<file path="config.mk">
export PLATFORM = sky130hd
export DESIGN_NAME = base32_stream_decoder
export DESIGN_NICKNAME = d
export VERILOG_FILES = /design/src/rtl/b32d_pkg.sv /design/src/rtl/b32d_front.sv /design/src/rtl/b32d_fifo.sv /design/src/rtl/b32d_back.sv /design/src/rtl/base32_stream_decoder.sv
export SDC_FILE = /design/constraint.sdc
export NUM_CORES = 1
export LEC_CHECK = 0
export ABC_AREA = 1
export BUFFER_PORTS_ARGS = -buffer_cell sky130_fd_sc_hd__clkbuf_2
export CORE_MARGIN = 5
export CORE_UTILIZATION = 56
export DETAILED_ROUTE_END_ITERATION = 8
export PLACE_DENSITY = 0.76
export SETUP_SLACK_MARGIN = 0.15
export SYNTH_ARGS = -nofsm -noshare
export SYNTH_HDL_FRONTEND = slang
export SYNTH_SLANG_ARGS = --single-unit
</file>
<file path="constraint.sdc">
create_clock -name clk -period 4.15 [get_ports clk]
set_input_delay 0.2075 -clock clk [delete_from_list [all_inputs] [get_ports clk]]
set_output_delay 0.2075 -clock clk [all_outputs]
set_load 0.01 [all_outputs]
</file>
<file path="src/rtl/b32d_pkg.sv">
// ----------------------------------------------------------------------------
// b32d_pkg
// Shared types and the character lookup for the base32 stream decoder.
// ----------------------------------------------------------------------------
package b32d_pkg;

	// width of the length field carried in a status result
	localparam int unsigned LEN_OUT_W = 16;
	// bytes produced by one full group
	localparam int unsigned GROUP_BYTES = 5;
	// job queue depth between front and back
	localparam int unsigned QDEPTH = 4;
	localparam int unsigned QPTR_W = $clog2(QDEPTH);

	// padding character
	localparam logic [7:0] PAD_CHAR = 8'h3D;

	// result kind codes on tuser
	localparam logic KIND_DATA   = 1'b0;
	localparam logic KIND_STATUS = 1'b1;

	// one looked-up character
	typedef struct packed {
		logic       invalid;
		logic [4:0] value;
	} sym_t;

	// work handed from front to back: all results caused by one character
	typedef struct packed {
		logic [2:0]                      nbytes;
		logic [GROUP_BYTES-1:0][7:0]     bytes;
		logic                            has_status;
		logic                            ok;
		logic [LEN_OUT_W-1:0]            length;
	} job_t;

	// map a raw character to its 5-bit symbol; invalid bytes give zero
	function automatic sym_t sym_lookup(input logic [7:0] c);
		sym_t s;
		begin
			s.invalid = 1'b0;
			s.value   = 5'd0;
			case (c) inside
				8'h30: s.value = 5'd14;
				8'h31: s.value = 5'd11;
				[8'h32:8'h37]: s.value = 5'(c - 8'h18);
				8'h38: s.value = 5'd1;
				PAD_CHAR: s.value = 5'd0;
				[8'h41:8'h5A]: s.value = 5'(c - 8'h41);
				[8'h61:8'h7A]: s.value = 5'(c - 8'h61);
				default: s.invalid = 1'b1;
			endcase
			return s;
		end
	endfunction

endpackage

</file>
<file path="src/rtl/b32d_front.sv">
// ----------------------------------------------------------------------------
// b32d_front
// Accepts characters, tracks group and validation state, and builds one job
// per character that causes results.
// ----------------------------------------------------------------------------
module b32d_front import b32d_pkg::*; #(
	parameter int unsigned LENGTH_BITS = 16
) (
	input  logic       clk,
	input  logic       arst_n,
	input  logic       acc,
	input  logic [7:0] char_code,
	input  logic       last_char,
	output logic       push,
	output job_t       push_job
);

	logic [4:0]             gv_q [8];
	logic [2:0]             pos_q;
	logic [3:0]             marks_q;
	logic                   stopped_q;
	logic                   pad_started_q;
	logic [2:0]             csp_q;
	logic                   err_q;
	logic [LENGTH_BITS-1:0] total_q;

	sym_t                   sym;
	logic                   is_pad;
	logic [2:0]             pos_n;
	logic [3:0]             marks_n;
	logic                   stopped_n;
	logic                   pad_started_n;
	logic [2:0]             csp_n;
	logic                   err_n;
	logic [LENGTH_BITS-1:0] total_n;
	logic [LENGTH_BITS:0]   sum;
	logic [2:0]             cnt;
	logic                   emit;
	logic [GROUP_BYTES-1:0][7:0] bytes;
	logic                   ok;

	assign sym    = sym_lookup(char_code);
	assign is_pad = (char_code == PAD_CHAR);

	// byte assembly from the stored group plus the current symbol
	always_comb begin
		bytes[0] = {gv_q[0], gv_q[1][4:2]};
		bytes[1] = {gv_q[1][1:0], gv_q[2], gv_q[3][4]};
		bytes[2] = {gv_q[3][3:0], gv_q[4][4:1]};
		bytes[3] = {gv_q[4][0], gv_q[5], gv_q[6][4:3]};
		bytes[4] = {gv_q[6][2:0], sym.value};
	end

	// next state for this character
	always_comb begin
		err_n         = err_q | sym.invalid;
		pad_started_n = pad_started_q;
		csp_n         = csp_q;
		marks_n       = marks_q;
		stopped_n     = stopped_q;
		total_n       = total_q;
		pos_n         = pos_q + 3'd1;
		emit          = 1'b0;
		cnt           = 3'd5;
		sum           = '0;

		// padding tracking
		if (pad_started_q) begin
			if (!is_pad) begin
				err_n = 1'b1;
			end
			if (csp_q != 3'd7) begin
				csp_n = csp_q + 3'd1;
			end
		end else if (is_pad) begin
			pad_started_n = 1'b1;
			csp_n         = 3'd1;
			if (!(pos_q inside {3'd2, 3'd4, 3'd5, 3'd7})) begin
				err_n = 1'b1;
			end
		end

		// pad position marks
		if (is_pad) begin
			case (pos_q)
				3'd2:    marks_n[0] = 1'b1;
				3'd4:    marks_n[1] = 1'b1;
				3'd5:    marks_n[2] = 1'b1;
				3'd7:    marks_n[3] = 1'b1;
				default: marks_n = marks_q | 4'd0;
			endcase
		end

		// group end: byte count, totals
		if (pos_q == 3'd7) begin
			if (marks_n[0])      cnt = 3'd1;
			else if (marks_n[1]) cnt = 3'd2;
			else if (marks_n[2]) cnt = 3'd3;
			else if (marks_n[3]) cnt = 3'd4;
			else                 cnt = 3'd5;
			if (!stopped_q) begin
				emit = 1'b1;
				if (cnt != 3'd5) begin
					stopped_n = 1'b1;
				end
				sum = {1'b0, total_q} + (LENGTH_BITS + 1)'(cnt);
				if (sum[LENGTH_BITS]) begin
					total_n = '1;
				end else begin
					total_n = sum[LENGTH_BITS-1:0];
				end
			end
			marks_n = 4'd0;
			pos_n   = 3'd0;
		end
	end

	// verdict for a status result
	assign ok = !err_n && (pos_n == 3'd0) && (!pad_started_n || (csp_n <= 3'd6));

	// job out
	always_comb begin
		push                = acc && (emit || last_char);
		push_job.nbytes     = emit ? cnt : 3'd0;
		push_job.bytes      = bytes;
		push_job.has_status = last_char;
		push_job.ok         = ok;
		push_job.length     = LEN_OUT_W'(total_n);
	end

	// control state, cleared at end of string
	always_ff @(posedge clk or negedge arst_n) begin
		if (!arst_n) begin
			pos_q         <= 3'd0;
			marks_q       <= 4'd0;
			stopped_q     <= 1'b0;
			pad_started_q <= 1'b0;
			csp_q         <= 3'd0;
			err_q         <= 1'b0;
			total_q       <= '0;
		end else if (acc) begin
			if (last_char) begin
				pos_q         <= 3'd0;
				marks_q       <= 4'd0;
				stopped_q     <= 1'b0;
				pad_started_q <= 1'b0;
				csp_q         <= 3'd0;
				err_q         <= 1'b0;
				total_q       <= '0;
			end else begin
				pos_q         <= pos_n;
				marks_q       <= marks_n;
				stopped_q     <= stopped_n;
				pad_started_q <= pad_started_n;
				csp_q         <= csp_n;
				err_q         <= err_n;
				total_q       <= total_n;
			end
		end
	end

	// group symbol store, every slot written before it is read
	always_ff @(posedge clk) begin
		if (acc) begin
			gv_q[pos_q] <= sym.value;
		end
	end

endmodule

</file>
<file path="src/rtl/b32d_fifo.sv">
// ----------------------------------------------------------------------------
// b32d_fifo
// Short job queue between the front and the back.
// ----------------------------------------------------------------------------
module b32d_fifo import b32d_pkg::*; (
	input  logic clk,
	input  logic arst_n,
	input  logic push,
	input  job_t push_job,
	output logic full,
	input  logic pop,
	output logic avail,
	output job_t head_job
);

	localparam int unsigned CNT_W = $clog2(QDEPTH + 1);

	job_t              mem_q [QDEPTH];
	logic [QPTR_W-1:0] wr_q;
	logic [QPTR_W-1:0] rd_q;
	logic [CNT_W-1:0]  count_q;

	assign full     = (count_q == CNT_W'(QDEPTH));
	assign avail    = (count_q != '0);
	assign head_job = mem_q[rd_q];

	// pointers and fill count
	always_ff @(posedge clk or negedge arst_n) begin
		if (!arst_n) begin
			wr_q    <= '0;
			rd_q    <= '0;
			count_q <= '0;
		end else begin
			if (push) begin
				wr_q <= wr_q + 1'b1;
			end
			if (pop) begin
				rd_q <= rd_q + 1'b1;
			end
			if (push && !pop) begin
				count_q <= count_q + 1'b1;
			end else if (pop && !push) begin
				count_q <= count_q - 1'b1;
			end
		end
	end

	// storage
	always_ff @(posedge clk) begin
		if (push) begin
			mem_q[wr_q] <= push_job;
		end
	end

	// fill count never exceeds the depth
	a_count_bound: assert property (@(posedge clk) disable iff (!arst_n)
		count_q <= CNT_W'(QDEPTH))
		else $error("job queue over depth");

	// pop only when something is held
	a_pop_avail: assert property (@(posedge clk) disable iff (!arst_n)
		pop |-> avail)
		else $error("job queue popped while empty");

endmodule

</file>
<file path="src/rtl/b32d_back.sv">
// ----------------------------------------------------------------------------
// b32d_back
// Takes jobs from the queue and sends their results one transfer at a time.
// ----------------------------------------------------------------------------
module b32d_back import b32d_pkg::*; (
	input  logic        clk,
	input  logic        arst_n,
	input  logic        avail,
	input  job_t        head_job,
	output logic        pop,
	output logic        m_axis_tvalid,
	input  logic        m_axis_tready,
	output logic [31:0] m_axis_tdata,
	output logic        m_axis_tuser,
	output logic        m_axis_tlast
);

	job_t       job_q;
	logic       busy_q;
	logic [2:0] idx_q;

	logic [2:0] total;
	logic       is_status;
	logic       take;
	logic [7:0] data;

	assign total     = job_q.nbytes + {2'b00, job_q.has_status};
	assign is_status = (idx_q == job_q.nbytes);
	assign take      = busy_q && m_axis_tready;
	assign pop       = avail && (!busy_q || (take && m_axis_tlast));

	// byte select
	always_comb begin
		case (idx_q)
			3'd0:    data = job_q.bytes[0];
			3'd1:    data = job_q.bytes[1];
			3'd2:    data = job_q.bytes[2];
			3'd3:    data = job_q.bytes[3];
			3'd4:    data = job_q.bytes[4];
			default: data = 8'd0;
		endcase
	end

	// result fields
	always_comb begin
		m_axis_tvalid = busy_q;
		m_axis_tlast  = (idx_q == total - 3'd1);
		if (is_status) begin
			m_axis_tuser = KIND_STATUS;
			m_axis_tdata = {7'd0, job_q.length, job_q.ok, 8'd0};
		end else begin
			m_axis_tuser = KIND_DATA;
			m_axis_tdata = {7'd0, LEN_OUT_W'(0), 1'b0, data};
		end
	end

	// job register and result index
	always_ff @(posedge clk or negedge arst_n) begin
		if (!arst_n) begin
			busy_q <= 1'b0;
			idx_q  <= 3'd0;
		end else if (pop) begin
			busy_q <= 1'b1;
			idx_q  <= 3'd0;
		end else if (take) begin
			if (m_axis_tlast) begin
				busy_q <= 1'b0;
				idx_q  <= 3'd0;
			end else begin
				idx_q <= idx_q + 3'd1;
			end
		end
	end

	always_ff @(posedge clk) begin
		if (pop) begin
			job_q <= head_job;
		end
	end

	// a status result always closes its job
	a_status_last: assert property (@(posedge clk) disable iff (!arst_n)
		m_axis_tvalid && m_axis_tuser |-> m_axis_tlast)
		else $error("status result not marked last");

	// index stays inside the job
	a_idx_range: assert property (@(posedge clk) disable iff (!arst_n)
		busy_q |-> (idx_q < total))
		else $error("result index past end of job");

endmodule

</file>
<file path="src/rtl/base32_stream_decoder.sv">
// ----------------------------------------------------------------------------
// base32_stream_decoder
// Streaming base32 decoder with validation: one character per transfer in,
// decoded bytes and an end-of-string status out.
//
//  channel   dir  tdata                               tuser       tlast
//  s_axis    in   [7:0] char_code                     -           last_char
//  m_axis    out  [7:0] data_byte, [8] string_ok,     kind        final_result
//                 [24:9] decoded_length
//
// One character is taken per cycle while the job queue has room. The back
// sends one result per cycle while the receiver is ready, up to six for the
// eighth character of a group that also ends the string; a four-entry job
// queue absorbs that burst. Input stalls only when the job queue is full.
// Reset clears all control state at once; no clearing pass.
// ----------------------------------------------------------------------------
module base32_stream_decoder import b32d_pkg::*; #(
	parameter int unsigned LENGTH_BITS = 16
) (
	input  logic        clk,
	input  logic        arst_n,
	input  logic        s_axis_tvalid,
	output logic        s_axis_tready,
	input  logic [7:0]  s_axis_tdata,   // [7:0] char_code
	input  logic        s_axis_tlast,
	output logic        m_axis_tvalid,
	input  logic        m_axis_tready,
	output logic [31:0] m_axis_tdata,   // [7:0] data_byte, [8] string_ok, [24:9] decoded_length
	output logic        m_axis_tuser,   // [0] kind
	output logic        m_axis_tlast
);

	logic acc;
	logic push;
	job_t push_job;
	logic full;
	logic pop;
	logic avail;
	job_t head_job;

	assign s_axis_tready = !full;
	assign acc           = s_axis_tvalid && s_axis_tready;

	// character front end
	b32d_front #(
		.LENGTH_BITS(LENGTH_BITS)
	) u_front (
		.clk      (clk),
		.arst_n   (arst_n),
		.acc      (acc),
		.char_code(s_axis_tdata),
		.last_char(s_axis_tlast),
		.push     (push),
		.push_job (push_job)
	);

	// job queue
	b32d_fifo u_fifo (
		.clk     (clk),
		.arst_n  (arst_n),
		.push    (push),
		.push_job(push_job),
		.full    (full),
		.pop     (pop),
		.avail   (avail),
		.head_job(head_job)
	);

	// result back end
	b32d_back u_back (
		.clk          (clk),
		.arst_n       (arst_n),
		.avail        (avail),
		.head_job     (head_job),
		.pop          (pop),
		.m_axis_tvalid(m_axis_tvalid),
		.m_axis_tready(m_axis_tready),
		.m_axis_tdata (m_axis_tdata),
		.m_axis_tuser (m_axis_tuser),
		.m_axis_tlast (m_axis_tlast)
	);

endmodule

</file>
# --- Yosys cells after proc, flatten, opt, wreduce, memory -nomap -nowiden ---
# Memories as Yosys holds them, arrays and structs flattened. A register that Yosys moved wholly into a read port is not among the register bits.
# Cells that the tools add are included.
word_totals:
  register_bits: 40
  latch_bits: 0
  mem_bits_rw: 284
  mem_bits_ro: 0
  output_inout_bits: 36
  mem_count: 2
memory_table:
  columns: ["name", "words", "word_bits", "rd", "rd_ports_with_merged_regs", "write_ports", "line_no", "text"]
  rows:
  - ["u_fifo.mem_q", 4, 61, 1, 1, 1, "b32d_fifo.sv:18", "job_t mem_q [QDEPTH];"]
  - ["u_front.gv_q", 8, 5, 7, 0, 1, "b32d_front.sv:18", "logic [4:0] gv_q [8];"]
op_classes:
  add_sub_neg: 13
  n_mul: 0
  n_div: 0
  order_cmp: 7
  eq_ne: 17
  shifts: 0
  n_mux: 67
  bitwise: 1
  reduce_logical: 31
ops:
  columns: ["operator", "n"]
  rows:
  - ["$mux W16", 4]
  - ["$mux W3", 17]
  - ["$pmux W8 S5", 1]
  - ["$mux W5", 7]
  - ["$mux W1", 34]
  - ["$eq A8 B6 Y1 const B", 4]
  - ["$mux W25", 1]
  - ["$add A16 B3 Y17", 1]
  - ["$ge A8 B7 Y1 const B", 2]
  - ["$le A8 B7 Y1 const B", 2]
  - ["$eq A3 B3 Y1 const B", 5]
  - ["$add A3 B1 Y3 const B", 4]
  - ["$logic_and A1 B1 Y1", 12]
  - ["$mux W4", 3]
  - ["$sub A5 B1 Y5 const B", 2]
  - ["$eq A3 B2 Y1 const B", 3]
  - ["$ge A8 B6 Y1 const B", 1]
  - ["$le A8 B6 Y1 const B", 1]
  - ["$reduce_bool A2 Y1", 4]
  - ["$eq A3 B3 Y1", 2]
  - ["$logic_not A1 Y1", 6]
  - ["$logic_not A3 Y1", 2]
  - ["$ne A3 B3 Y1 const B", 2]
  - ["$sub A3 B1 Y3 const B", 2]
  - ["10 further kinds", 14]

# --- Logic depth before layout (Yosys ltp) ---
# Gate-level depths: netlist of run 1.
depth:
  depth_word: 16
  depth_mapped: 20

# --- By module ---
# A second synthesis of run 1 with hierarchy kept.
unflattened:
  cells_unflattened: 1430
  hier_area_um2: 16437.0
by_module_without_submodules:
  columns: ["module", "n_inst", "cells_per_inst", "area_per_inst_um2", "seq_area_each_um2"]
  rows:
  - ["b32d_fifo", 1, 760, 10068.4, 7502.2]
  - ["b32d_front", 1, 423, 3604.7, 1776.7]
  - ["b32d_back", 1, 244, 2750.1, 1931.9]
  - ["base32_stream_decoder", 1, 3, 13.8, 0.0]

# --- Worst setup path after synthesis of run 1 ---
# No wires, ideal clock.
synth_timing:
  path_kind: "register to register"
  from: "reg u_front.pos_q[0]"
  to: "mem u_fifo.mem_q[0][0] in the netlist's numbering (enable)"
  setup_ns: 0.480
  t_arrival_ns: 3.948
  t_required_ns: 3.670
  path_slack_ns: -0.278
  path_stages_with_launch: 9
  path_buffers: 0
  path_cell_list: "dfrtp_1 ha_1 ha_1 inv_2 nor2_4 inv_2 a21oi_2 inv_1 nor2_1"
synth_between:
  elab_chain_len: 6
synth_rtl:
  columns: ["element", "line_no", "text"]
  rows:
  - ["start: declaration", "b32d_front.sv:19", "logic [2:0] pos_q;"]
  - ["start signal: assignment", "b32d_front.sv:151", "pos_q <= pos_n;"]
  - ["$eq A3 B3 Y1", "b32d_front.sv:95", "if (pos_q == 3'd7) begin"]
  - ["$mux W1", "b32d_front.sv:95", null]
  - ["$logic_or A1 B1 Y1", "b32d_front.sv:123", "push = acc && (emit || last_char);"]
  - ["$logic_and A1 B1 Y1", "b32d_front.sv:123", null]
  - ["net push", "base32_stream_decoder.sv:34", "logic push;"]
  - ["$mux W1", "b32d_fifo.sv:50", "if (push) begin"]
  - ["$mux W1 (not written as such)", "b32d_fifo.sv:51", "mem_q[wr_q] <= push_job;"]
  - ["end: declaration", "b32d_fifo.sv:18", null]
# The timed path passes the listed nets, and every way through them passes these cells.

==> out/metrics.cfg, run 1 <==
[pwr]
power_w=0.0109
peakVddDrop_v=0.000351
power.density_mw_per_mm2=623
leakage_nw=6.35

[place]
dpl.hpwl_microns=18800
place.gp.congestion=0.826
place_ws_ps=858
io_buffers=41

[final_layout]
synthToLayoutAreaGrowth_pct=11.5
drive_gt1_frac=0.121
final_cell_mix=edfxtp_1 (340), nor2_1 (170), o21ai_0 (139)
n_antenna_cell=0
final_common_cell=edfxtp_1
nNetsFinal=1329

[yosys]
syn_inst=1244
syn_area_per_cell_sq_um=12.6
synthArstFlopShare=0.105
syn_area_sq_mm=0.0156
synth_edf_count=340
ys.flop_type=edfxtp_1
seq_area_frac_synth=0.718
yosys-top-cells-area=edfxtp_1 (65%), dfrtp_1 (6.4%), o21ai_0 (4.5%)
synth.distinct_cells=48
ys_seq_elements=380
synth_top_cell_area_share=0.654
yosys.area.top_type=edfxtp_1
ys_warn_count=0

[outcome]
status=completed

[cts]
postCtsSetupRepairBufs=0
insertion_delay_ps=520
cts_resized=0
cts_sinks=380
clockRootBuffer=clkbuf_16
postCtsHoldBufs=2
cts_tree=done
numCtsBuffers=37
htreeDepth=2
path_clk_slew_ps=60
clock_path_buffers=3

[floorplanning]
fp.dieH_microns=177
placementRows=61
core_area_sq_mm=0.0276
fp.dieW_microns=177
io-pin-count=49
die-area_sq_mm=0.0313
floorplan.initialDensity=0.565

[detailed_routing]
vias=9810
drt_iter0_markers=1173
wl_per_cell_microns=19.6
antenna_left=0
wirelength_microns=33100
via_per_inst=5.80
drc=0
dr.pass1.iters=5

[critical_path]
crit_type=flip-flop to flip-flop
arrival_ps=3430
cp.required_ps=4350
cp-start-kind=flip-flop
worstSetupEndpointType=flip-flop
path_max_fanout=11

[hold_path]
min_path_type=primary input to flip-flop

[run]
maxCapViolCount=0

[sta]
rsz0062_at_grt=false
skew_ps=20.2
setup-violations-final=0
min_period_over_period=0.777
tightest_slew_ps=1250
fmax_ghz=0.310
fin_ws_ps=924
slew-limit-headroom=0.160
min_period_ps=3230
hold_viol_final=0
slew_violations=0

[global_route]
antenna_found_initial=1
first_global_vias=9664
grt_start_max_net_pins=77
track_usage=0.215
grt_overflow=0
grt_pass1_wl_microns=52100

area by class of cell:
cell class | count | area [sq um]
Clock buffer | 55 | 1080
Clock inverter | 9 | 73.8
Fill cell | 2038 | 10200
Inverter | 89 | 335
Multi-Input combinational cell | 720 | 3830
Sequential cell | 380 | 11200
Tap cell | 378 | 473
Timing Repair Buffer | 59 | 420
critical path, stage by stage (launching register included):
cell     delay (ps)
dfrtp_1         410
inv_1           210
ha_1            190
nand2_1          50
inv_1            80
nand3_1          80
nand2_1          90
inv_1            60
o21ai_0         110
nand2_1          90
ha_1            210
fa_1            410
nand3_1         110
nand2_2          80
nand3_4         100
nor2_4           50
nand2_2         320
o21ai_1         240
power by group:
part / internal [W] / leakage, nW / switching [W]
logic: 0.000752 / 2.17 / 0.00175
clock network: 0.00186 / 0.561 / 0.00133
registers: 0.00486 / 3.62 / 0.000316
path summary, 6_finish.rpt:
kind                                   from                 end  slack (ps)  cells past startpoint
max                        u_front.pos_q[0]  u_fifo.mem_q[3][7]         920                     17
min                           s_axis_tvalid      u_fifo.wr_q[1]          90                      5
max reg2reg                u_front.pos_q[0]  u_fifo.mem_q[3][7]         920                     17
min reg2reg                   u_front.err_q       u_front.err_q         490                      2
max in group asynchronous            arst_n      u_fifo.rd_q[0]        3370                      3
min in group asynchronous            arst_n  u_front.total_q[8]         340                      3
synth_stat cells, types with 4 or more instances:
cell type	n
nor3_1	10
xor2_1	9
buf_1	4
dfrtp_1	40
nor2_4	7
o21ai_0	139
nand3_2	6
nand2_1	132
o22ai_1	67
o21ai_1	4
nand3_1	58
a31oi_1	9
nor2_1	174
buf_6	5
edfxtp_1	340
nand3b_1	4
buf_4	7
inv_2	6
nand2_2	10
a21oi_1	16
ha_1	27
buf_2	12
clkbuf_1	33
or2_2	4
and3_1	8
inv_1	82
cell families (layout without fill, tap and decap cells):
family,Yosys count,count (layout),synth area share
muxes,2,2,0.00136
other,1,7,0.000240
xor gates and xnor gates,13,13,0.00777
DFF,380,380,0.718
buffers and inverters,150,212,0.0411
AOI/OAI and AO/OA,248,248,0.0880
adders and majority gates,29,29,0.0242
and+or+nand+nor,421,421,0.120
sequential cells by signal, indices dropped and copies added (netlist names):
name / count
u_back.job_q: 61
u_front.pad_started_q: 1
u_fifo.count_q: 3
u_front.marks_q: 4
u_back.m_axis_tvalid: 1
u_fifo.rd_q: 2
u_front.pos_q: 3
u_front.err_q: 1
u_front.stopped_q: 1
u_front.csp_q: 3
u_back.idx_q: 3
u_front.total_q: 16
u_fifo.mem_q: 244
u_fifo.wr_q: 2
u_front.gv_q: 35
routing by layer:
metal  up-vias  part of all wire  global-route usage
li1       4497                 -                   -
met1      4800              0.39               0.291
met2       457              0.50               0.369
met3        56             0.083              0.0308
met4         0             0.023              0.0609
met5         -                 0                   0
through the flow:
| step | utilization | TNS (ps) | instances | hold slack (ps) | instance area [sq um] |
|---|---|---|---|---|---|
| after floorplan | - | -67770 | 1250 | -88.1 | 15600 |
| after global placement | 0.588 | 0 | 1624 | 328 | 16300 |
| after detailed placement | 0.588 | 0 | 1624 | 326 | 16300 |
| after CTS | 0.631 | 0 | 1690 | 90.0 | 17400 |
| after global routing | 0.631 | 0 | 1690 | 125 | 17400 |
| final | 0.631 | 0 | 1690 | 93.2 | 17400 |
Power figures use the tool's default switching activity.
==> run 2: changes to the inputs <==
Settings changed: CORE_UTILIZATION 56 to 60, PLACE_DENSITY 0.76 to 0.77.
Clock period 4.15 ns to 3.2 ns, I/O delays scaled along.
==> run 2 against run 1 <==
  * Setup slack worse by 650 ps
  * Register-to-register slack worse by 650 ps
  * Global-route usage up 1.6 points
  * Routed wire length up 1.7%
  * Combinational power up 40%
  * Core utilization up 5.8 points
  * Sequential share of layout area down 1.3 points
  * Maximum frequency up 10%
  * Critical path depth down 8
  * Final area up 2.0%
  * Clock power up 41%
  * Largest power group unchanged
==> out/metrics.cfg, run 2 (synthesis gave the netlist of run 1 again) <==
[outcome]
status=completed

[cts]
htreeDepth=2
clock_path_buffers=3
cts_tree=done
clockRootBuffer=clkbuf_16
numCtsBuffers=38
path_clk_slew_ps=60
insertion_delay_ps=530
cts_sinks=380

[final_layout]
final_cell_mix=edfxtp_1 (340), nor2_1 (170), o21ai_0 (138)
nNetsFinal=1352
seqCellArea_sq_mm=0.0112
multi_input_area_sq_mm=0.00384
synthToLayoutAreaGrowth_pct=13.8
drive_gt1_frac=0.147
n_antenna_cell=0
top_register=u_fifo.mem_q
final.fill_count=1735
largest_register_ffs=244
final_common_cell=edfxtp_1
reg_top3=u_fifo.mem_q: 244 flops, u_back.job_q: 61 flops, u_front.gv_q: 35 flops
layout.cells.non_filler=1674

[detailed_routing]
dr.pass1.iters=5
vias=9891
wl_per_cell_microns=20.1
via_per_inst=5.91
drc=0
antenna_left=0
drt_iter0_markers=985
wirelength_microns=33700

[critical_path]
cp-start-kind=flip-flop
worstSetupEndpointType=flip-flop
critPathMaxStageDelay_ps=420
cp.required_ps=3420
slowest_stage=nor2_4
arrival_ps=3150
timing.rr.end=u_fifo.mem_q[3][4]
r2r_start=u_front.pos_q[0]
reg2reg_slack_ps=270
r2r_cells=9
crit_type=flip-flop to flip-flop
path_max_fanout=10
crit_chain=ha_1, ha_1, inv_2, nor2_4, inv_2, a21oi_2, inv_1, nor2_4, buf_4

[global_route]
first_global_vias=9648
grt_start_max_net_pins=75
antenna_found_initial=0
track_usage=0.231
grt_overflow=0
grt_pass1_wl_microns=52300

[place]
dp.cells=1601
place_ws_ps=9.38
place.gp.congestion=0.863
io_buffers=41
dpl.hpwl_microns=20300

[sta]
slew-limit-headroom=0.376
fmax_ghz=0.342
tightest_slew_ps=928
min_period_ps=2930
setup-violations-final=0
rsz0062_at_grt=true
fin_ws_ps=272
skew_ps=19.2
slew_violations=0
min_period_over_period=0.915
hold_viol_final=0

[floorplanning]
fp.dieW_microns=171
die-area_sq_mm=0.0294
core_area_sq_mm=0.0258
fp.dieH_microns=171
io-pin-count=49
floorplan.initialDensity=0.605
placementRows=59

[pwr]
peakVddDrop_v=0.000525
power.density_mw_per_mm2=821
leakage_nw=6.56
power_w=0.0146

[hold_path]
min_path_type=primary input to flip-flop
worstHoldStart=s_axis_tvalid
whs_path_depth=4
hold_path_end=u_front.err_q

[run]
maxCapViolCount=0

run 2: how the worst max path moves through the flow:
stage / from / to / slack (ps) / cells after the start
finish: u_front.pos_q[0] / u_fifo.mem_q[3][4] / 270 / 9
global route: u_front.pos_q[0] / u_fifo.mem_q[0][15] / 110 / 17
CTS: u_front.pos_q[0] / u_front.total_q[7] / 230 / 19
detailed placement: s_axis_tdata[1] / u_fifo.mem_q[2][7] / 9 / 16
global placement: s_axis_tdata[1] / u_fifo.mem_q[0][7] / 100 / 16
floorplan: u_front.pos_q[0] / u_fifo.mem_q[0][0] / -240 / 8
run 2: cell type report:
| type | count | area share |
|---|---|---|
| clock buffers | 46 | 0.0597 |
| well taps | 335 | 0.0236 |
| repair buffers | 81 | 0.0372 |
| clock inverters | 23 | 0.0136 |
| inverters | 89 | 0.0189 |
| multi-input cells | 720 | 0.216 |
| flip-flops and latches | 380 | 0.631 |
run 2: worst max-delay path, delay by kind of cell (launching register included):
| family | cells | cell delay [ps] |
|---|---|---|
| buffers and inverters | 4 | 790 |
| AND/OR/NAND/NOR | 2 | 730 |
| flip-flops | 1 | 410 |
| adder cells (fa/ha/maj) | 2 | 360 |
| AO/OA/AOI/OAI | 1 | 320 |
run 2: what timing repair did:
item                                    CTS  global route
resized for setup                         1             6
setup buffers                             0             2
pin swaps                                 0             1
gates cloned                              0             0
hold buffers                              2             0
endpoints found under the setup margin   16           100
hold endpoints to repair                 44             0
run 2: metrics by stage:
stage / util / hold slack [ps] / cell area, sq um / TNS (ps)
after floorplan: - / -136 / 15700 / -58020
after global placement: 0.636 / 277 / 16400 / 0
after detailed placement: 0.636 / 278 / 16400 / 0
after CTS: 0.687 / 60.4 / 17800 / 0
after global routing: 0.688 / 78.7 / 17800 / 0
final: 0.688 / 78.6 / 17800 / 0
run 2: power by group:
group	switching (W)	internal, W
sequential	0.000323	0.00629
clock	0.00180	0.00270
combinational	0.00241	0.00108
total	0.00453	0.0101
run 2: per-layer routing:
layer	track usage	part of all wire
met1	0.306	0.40
met2	0.388	0.50
met3	0.0494	0.074
met4	0.0765	0.026
met5	0	0
